===== src/hw/rtl/smt_pkg.sv =====
// Shared widths, types and helpers for the Sobel magnitude and threshold block.
package smt_pkg;

  localparam int unsigned PIX_W     = 8;   // grey pixel
  localparam int unsigned ROW_W     = 16;  // row counter and out_row
  localparam int unsigned OUT_COL_W = 11;  // out_col field
  localparam int unsigned FW_W      = 12;  // frame_width register
  localparam int unsigned FH_W      = 16;  // frame_height register
  localparam int unsigned THR_W     = 8;   // edge_threshold register
  localparam int unsigned MAG_W     = 8;   // magnitude and edge_res
  localparam int unsigned GRAD_W    = 12;  // signed gx / gy, -1020..1020
  localparam int unsigned SQ_W      = 21;  // gx*gx, at most 1040400
  localparam int unsigned SUM_W     = 22;  // gx*gx + gy*gy
  localparam int unsigned LINE_W    = 2 * PIX_W;  // two rows per line store word

  localparam int unsigned APB_AW = 4;
  localparam int unsigned APB_DW = 32;

  // register indexes on paddr[3:2]
  localparam logic [1:0] REG_FRAME_WIDTH    = 2'd0;
  localparam logic [1:0] REG_FRAME_HEIGHT   = 2'd1;
  localparam logic [1:0] REG_EDGE_THRESHOLD = 2'd2;

  localparam logic [FW_W-1:0]  FRAME_WIDTH_RST    = 12'd640;
  localparam logic [FH_W-1:0]  FRAME_HEIGHT_RST   = 16'd480;
  localparam logic [THR_W-1:0] EDGE_THRESHOLD_RST = 8'd30;

  localparam logic [MAG_W-1:0] EDGE_ON  = 8'hFF;
  localparam logic [MAG_W-1:0] EDGE_OFF = 8'h00;
  localparam logic [MAG_W-1:0] MAG_SAT  = 8'hFF;

  typedef logic [PIX_W-1:0] pix_t;

  // [row][col]; row 0 top, col 2 newest
  typedef logic [2:0][2:0][PIX_W-1:0] win_t;

  // window rows and columns used as top/centre/bottom and left/centre/right
  typedef struct packed {
    logic [1:0] rt;
    logic [1:0] rm;
    logic [1:0] rb;
    logic [1:0] cl;
    logic [1:0] cm;
    logic [1:0] cr;
  } sel_t;

  function automatic pix_t win_pick(win_t win, logic [1:0] r, logic [1:0] c);
    pix_t v;
    v = '0;
    if (r != 2'd3 && c != 2'd3) v = win[r][c];
    return v;
  endfunction

  function automatic logic signed [GRAD_W-1:0] to_grad(pix_t p);
    return $signed({{(GRAD_W - PIX_W){1'b0}}, p});
  endfunction

endpackage


===== src/hw/rtl/smt_grad.sv =====
// Sobel gradient, sum of squares and 8-step floor square root on one shared unit.
module smt_grad
  import smt_pkg::*;
(
  input  logic             clk_i,
  input  logic             rst_ni,
  input  logic             start_i,
  input  win_t             win_i,
  input  sel_t             sel_i,
  output logic             done_o,
  output logic [MAG_W-1:0] mag_o
);

  typedef enum logic [1:0] {
    G_IDLE,
    G_SQX,
    G_SUM,
    G_ROOT
  } gstate_e;

  gstate_e state_q;
  logic    done_q;

  logic signed [GRAD_W-1:0] gx_q, gy_q;
  logic [SQ_W-1:0]          sqx_q;
  logic [SUM_W-1:0]         sum_q;
  logic [MAG_W-1:0]         res_q;
  logic [MAG_W-1:0]         bit_q;

  logic signed [GRAD_W-1:0] p_tl, p_tm, p_tr, p_ml, p_mr, p_bl, p_bm, p_br;
  logic signed [GRAD_W-1:0] gx_d, gy_d;
  logic signed [GRAD_W-1:0] dx_m, dy_m;
  logic signed [2*GRAD_W-1:0] gx_sq, gy_sq;
  logic [MAG_W-1:0]         trial;
  logic [2*MAG_W-1:0]       trial_sq;
  logic                     sat;

  always_comb begin
    p_tl = to_grad(win_pick(win_i, sel_i.rt, sel_i.cl));
    p_tm = to_grad(win_pick(win_i, sel_i.rt, sel_i.cm));
    p_tr = to_grad(win_pick(win_i, sel_i.rt, sel_i.cr));
    p_ml = to_grad(win_pick(win_i, sel_i.rm, sel_i.cl));
    p_mr = to_grad(win_pick(win_i, sel_i.rm, sel_i.cr));
    p_bl = to_grad(win_pick(win_i, sel_i.rb, sel_i.cl));
    p_bm = to_grad(win_pick(win_i, sel_i.rb, sel_i.cm));
    p_br = to_grad(win_pick(win_i, sel_i.rb, sel_i.cr));
    dx_m = p_mr - p_ml;
    dy_m = p_tm - p_bm;
    gx_d = (p_tr - p_tl) + dx_m + dx_m + (p_br - p_bl);
    gy_d = (p_tl - p_bl) + dy_m + dy_m + (p_tr - p_br);
  end

  assign gx_sq    = gx_q * gx_q;
  assign gy_sq    = gy_q * gy_q;
  assign trial    = res_q | bit_q;
  assign trial_sq = trial * trial;
  // anything from 65536 up has a root of 256 or more
  assign sat      = (sum_q[SUM_W-1:2*MAG_W] != '0);

  always_ff @(posedge clk_i or negedge rst_ni) begin
    if (!rst_ni) begin
      state_q <= G_IDLE;
      done_q  <= 1'b0;
    end else begin
      done_q <= 1'b0;
      unique case (state_q)
        G_IDLE: begin
          if (start_i) state_q <= G_SQX;
        end
        G_SQX: begin
          state_q <= G_SUM;
        end
        G_SUM: begin
          state_q <= G_ROOT;
        end
        G_ROOT: begin
          if (sat || bit_q[0]) begin
            state_q <= G_IDLE;
            done_q  <= 1'b1;
          end
        end
        default: state_q <= G_IDLE;
      endcase
    end
  end

  always_ff @(posedge clk_i) begin
    case (state_q)
      G_IDLE: begin
        if (start_i) begin
          gx_q <= gx_d;
          gy_q <= gy_d;
        end
      end
      G_SQX: begin
        sqx_q <= gx_sq[SQ_W-1:0];
      end
      G_SUM: begin
        sum_q <= SUM_W'(sqx_q) + SUM_W'(gy_sq[SQ_W-1:0]);
        res_q <= '0;
        bit_q <= {1'b1, {(MAG_W - 1){1'b0}}};
      end
      G_ROOT: begin
        if (sat) begin
          res_q <= MAG_SAT;
        end else if (trial_sq <= sum_q[2*MAG_W-1:0]) begin
          res_q <= trial;
        end
        bit_q <= bit_q >> 1;
      end
      default: ;
    endcase
  end

  assign done_o = done_q;
  assign mag_o  = res_q;

endmodule


===== config.mk =====
export PLATFORM = sky130hd
export DESIGN_NAME = smt_grad
export DESIGN_NICKNAME = d
export VERILOG_FILES = /design/src/hw/rtl/smt_pkg.sv /design/src/hw/rtl/smt_grad.sv
export SDC_FILE = /design/constraint.sdc
export NUM_CORES = 1
export LEC_CHECK = 0
export BUFFER_PORTS_ARGS = -buffer_cell sky130_fd_sc_hd__buf_2
export CAP_MARGIN = 5
export CORE_MARGIN = 5
export CORE_UTILIZATION = 45
export DETAILED_ROUTE_END_ITERATION = 10
export PLACE_DENSITY = 0.61
export SYNTH_ARGS = -nofsm -noshare
export SYNTH_HDL_FRONTEND = slang
export SYNTH_SLANG_ARGS = --single-unit

===== constraint.sdc =====
create_clock -name clk_i -period 14.7 [get_ports clk_i]
set_input_delay 0.735 -clock clk_i [delete_from_list [all_inputs] [get_ports clk_i]]
set_output_delay 0.735 -clock clk_i [all_outputs]
set_load 0.01 [all_outputs]

# Word-level counts from Yosys, hierarchy flattened
# Index checks and enable logic that the tools add are counted.
# word_totals
ff_bits,86
output_inout_bits,9
word_cells,98
input_bits,87
# classes
magnitude_cmp,7
n_mux,39
bitwise_logic,1
multipliers,3
addsub,13
eq_ne,12
n_reduce_logical,15
# ops
cell,count
$bmux W24 S2,3
$mux W8,18
$bmux W8 S2,8
$mux W24,3
$sub A8 B8 Y9,6
$mul A12 B12 Y21,2
$pmux W8 S2,2
$add A11 B9 Y12,2
$add A10 B9 Y11,2
$add A21 B21 Y22,1
$add A9 B9 Y10,2
$lt A2 B3 Y1 const B,6
$le A16 B16 Y1,1
$mul A8 B8 Y16,1
$ne A2 B2 Y1 const B,8
$logic_and A1 B1 Y1,8
$or A8 B8 Y8,1
$pmux W2 S4,1
$reduce_and A2 Y1,3
$reduce_bool A6 Y1,1
$eq A2 B2 Y1 const B,2
$mux W2,2
$ne A3 B3 Y1 const B,1
$eq A2 B1 Y1 const B,1
4 further kinds,5

# Longest topological paths before layout
# logic_depth
word_depth,9
depth_mapped,26
depth_no_buf,26

# Worst setup path before layout
# Ideal clock, no wire load.
# synth_timing
kind,register to register
start,register gy_q[4]
end,"register sum_q[21], data pin"
period_less_slack_ns,6.261
setup_ns,0.266
slack_ns,8.439
arrival_time_ns,5.996
n_path_buf,1
required_ns,14.434
path_stages_with_launch,25
cell_sequence,edfxtp_1 -> clkbuf_1 -> inv_1 -> nor2_1 -> fa_1 -> fa_1 -> fa_1 -> fa_1 -> inv_1 -> fa_1 -> inv_1 -> ha_1 -> a21o_1 -> or3_1 -> o221ai_2 -> nand2b_1 -> a21oi_1 -> xnor2_1 -> ha_1 -> a21o_1 -> a211o_1 -> inv_1 -> a211oi_1 -> a211oi_2 -> o21ai_0
# synth_via
elab_chain_cells,2
# synth_lines
item,line_no,text
"start, declared",smt_grad.sv:24,"logic signed [GRAD_W-1:0] gx_q, gy_q;"
"start signal, assigned",smt_grad.sv:92,gy_q <= gy_d;
$mul A12 B12 Y21,smt_grad.sv:54,assign gy_sq = gy_q * gy_q;
$add A21 B21 Y22,smt_grad.sv:99,sum_q <= SUM_W'(sqx_q) + SUM_W'(gy_sq[SQ_W-1:0]);
"end signal, assigned",smt_grad.sv:99,
"end, declared",smt_grad.sv:26,logic [SUM_W-1:0] sum_q;
# Every way passes these cells.
# A chain may end at the register's enable or synchronous reset.

# Worst setup path after layout
# layout_timing
start,register gy_q[11]
end,"register sum_q[21], data pin"
# The elaborated chain is that of the path after synthesis.

==> results.json <==
{
  "status": "completed",
  "antenna_found_initial": 0,
  "max_freq_ghz": 0.1483,
  "clock_skew_ns": 0.01318,
  "final_cell_count_no_fill": 2888,
  "cp_max_fo": 14,
  "async_flop_share": 0.03529,
  "maxSlewHeadroom": 0.2198,
  "whs_ns": 0.1649,
  "port_buffers": 95,
  "grt_setup_unrepaired": "no",
  "final_common_cell": "inv_1",
  "report.final.hold_viol_count": 0,
  "ys_ff_latch": 85,
  "startpoint_type": "flip-flop",
  "die_area_mm2": 0.04872,
  "min_path_type": "in2async",
  "criticalPathCategory": "reg2reg",
  "period_needed_ns": 6.741,
  "netlist_instances": 2255,
  "drt-pass1-iter-count": 5,
  "cts_made_buffers": 9,
  "cp-end-kind": "flip-flop",
  "max_stage_delay_ns": 0.59,
  "core-area_mm2": 0.04403,
  "yosysWarnings": 0,
  "drt_wl_total_um": 47200,
  "syn_area_per_cell_um2": 8.860,
  "crit_family": "adder cells",
  "place_inst": 2872,
  "drive_gt1_frac": 0.06315,
  "clk_pin_slew_ns": 0.07,
  "drc": 0,
  "ant_nets": 0,
  "critPathBufInv": 6,
  "period_share": 0.4586,
  "cpMostUsedCell": "inv_1",
  "postLayoutCoreUtil": 0.4821,
  "final_max_slew_viol_count": 0,
  "diodes": 0,
  "grt_pass1_wl_um": 78740,
  "track_usage": 0.1990,
  "drv_cap": 0,
  "layout.nets": 2881,
  "setup_tns_ns": 0,
  "ctsHoldBuffers": 0,
  "final_cell_mix": "inv_1 (467), fa_1 (266), ha_1 (237), nand2_1 (149), nor2_1 (130)",
  "synth_area_mm2": 0.01998,
  "root_buffer": "clkbuf_16",
  "fillers": 4277,
  "clockBufferDepth": 2,
  "vias_per_cell": 5.214,
  "die_y_um": 220.7,
  "worstPathArrival_ns": 6.83,
  "yosys.cell_types.count": 62,
  "io_pins": 96,
  "areaGrowthSynthToFinish_pct": 6.231,
  "clock_latency_ns": 0.35,
  "grt_pass1_vias": 15775,
  "ys_seq_area_frac": 0.1270,
  "critPathRequiredTime_ns": 14.79,
  "cts_tree": "yes",
  "setup_viol": 0,
  "tightest_slew_ns": 1.170,
  "slowest_stage": "edfxtp_1",
  "ctsResizeCount": 0,
  "synthFlopType": "edfxtp_1",
  "grt_max_degree": 35,
  "wl_per_cell_um": 16.34,
  "synth_enable_flop_cells": 82,
  "cts.sinks": 85,
  "die_w_um": 220.7,
  "globalRoute.totalOverflow": 0,
  "synth.net_count": 2845,
  "post_cts_buffers": 0,
  "htreeDepth": 3,
  "dp_hpwl_um": 40030,
  "gp_congestion": 0.9391,
  "vias": 15057,
  "initial_core_util": 0.4538,
  "drtIter0Drc": 877,
  "fp-row-count": 77
}
final cells by class:
class	count	area [µm²]	area share
flip-flops and latches	85	2537	0.1195
repair buffers	102	528.0	0.02488
well taps	592	740.7	0.03490
clock buffers	9	225.2	0.01061
inverters	468	1757	0.08276
clock inverters	7	62.56	0.002947
multi-input cells	1625	15370	0.7244
sequential cells by signal, summed over array words and instances (netlist names):
name,cells
gy_q,12
done_o,1
sum_q,22
bit_q,8
sqx_q,20
gx_q,12
mag_o,8
state_q,2
metrics by stage:
| stage | cell area, µm² | worst slack (ns) |
|---|---|---|
| final | 21230 | 7.959 |
| after floorplan | 19980 | 8.439 |
| after global placement | 20940 | 8.174 |
| after detailed placement | 20940 | 8.012 |
| after CTS | 21230 | 7.959 |
| after global routing | 21230 | 7.618 |
final timing paths:
check,from,endpoint,slack [ns],cells past startpoint
max,gy_q[11]$_DFFE_PP_,sum_q[21]$_DFFE_PP_,7.96,25
min,rst_ni,done_o$_DFF_PN0_,0.16,1
max reg2reg,gy_q[11]$_DFFE_PP_,sum_q[21]$_DFFE_PP_,7.96,25
min reg2reg,sqx_q[0]$_DFFE_PN_,sum_q[0]$_DFFE_PP_,0.57,1
max in group asynchronous,rst_ni,state_q[0]$_DFFE_PN0P_,14.43,1
min in group clk_i,sqx_q[0]$_DFFE_PN_,sum_q[0]$_DFFE_PP_,0.57,1
Yosys cell counts (all sizes together) (2+ instances only):
master	number	share of area
ha	237	0.15
inv	467	0.088
o21bai	12	0.0045
o311ai	2	0.00088
o21ai	112	0.028
edfxtp	82	0.12
or2	8	0.0025
a2111oi	2	0.0015
fa	266	0.27
mux2	2	0.0011
nor2	131	0.025
a31oi	2	0.00063
a211o	3	0.0013
o311a	2	0.0010
a21oi	127	0.033
nor2b	29	0.0091
buf	27	0.0062
xor2	37	0.016
o21a	28	0.011
nand2	149	0.028
nand4	3	0.00094
and2	81	0.025
o31ai	4	0.0015
dfrtp	3	0.0038
mux2i	122	0.061
nor4	4	0.0013
nor3	15	0.0038
nand2b	30	0.0094
clkbuf	50	0.0094
a211oi	16	0.0065
nor3b	3	0.0011
or4	2	0.00075
a221oi	3	0.0016
a21o	34	0.013
a21boi	3	0.0011
o221ai	2	0.0021
o22a	9	0.0039
or3	2	0.00063
o211ai	6	0.0023
nand4b	2	0.00088
o22ai	24	0.0075
o31a	2	0.00088
nand3	11	0.0028
xnor2	90	0.039
worst register-to-register path: cells and delay by family (launching register included):
family | cells | cell delay (ns)
compound gates | 8 | 1.58
xor+xnor | 1 | 0.14
fa+ha+maj | 7 | 3.05
buf+inv | 6 | 0.60
flops | 1 | 0.59
simple gates | 3 | 0.54
kinds of logic after synthesis:
logic type                 after synthesis  synth area share
AOI/OAI and AO/OA                      397            0.1240
DFF                                     85            0.1270
xor gates and xnor gates               127           0.05567
buffers and inverters                  545            0.1035
muxes                                  124           0.06225
and+or+nand+nor                        474            0.1127
adders and majority gates              503            0.4149
routing by layer:
metal / global-route usage / wire [µm]
met1: 0.2613 / 20370
met2: 0.3547 / 23800
met3: 0.01820 / 1735
met4: 0.05189 / 1300
met5: 0 / 0
Power is not shown: default switching activity piles up to over one toggle a cycle in this logic, so the estimate is an artifact.
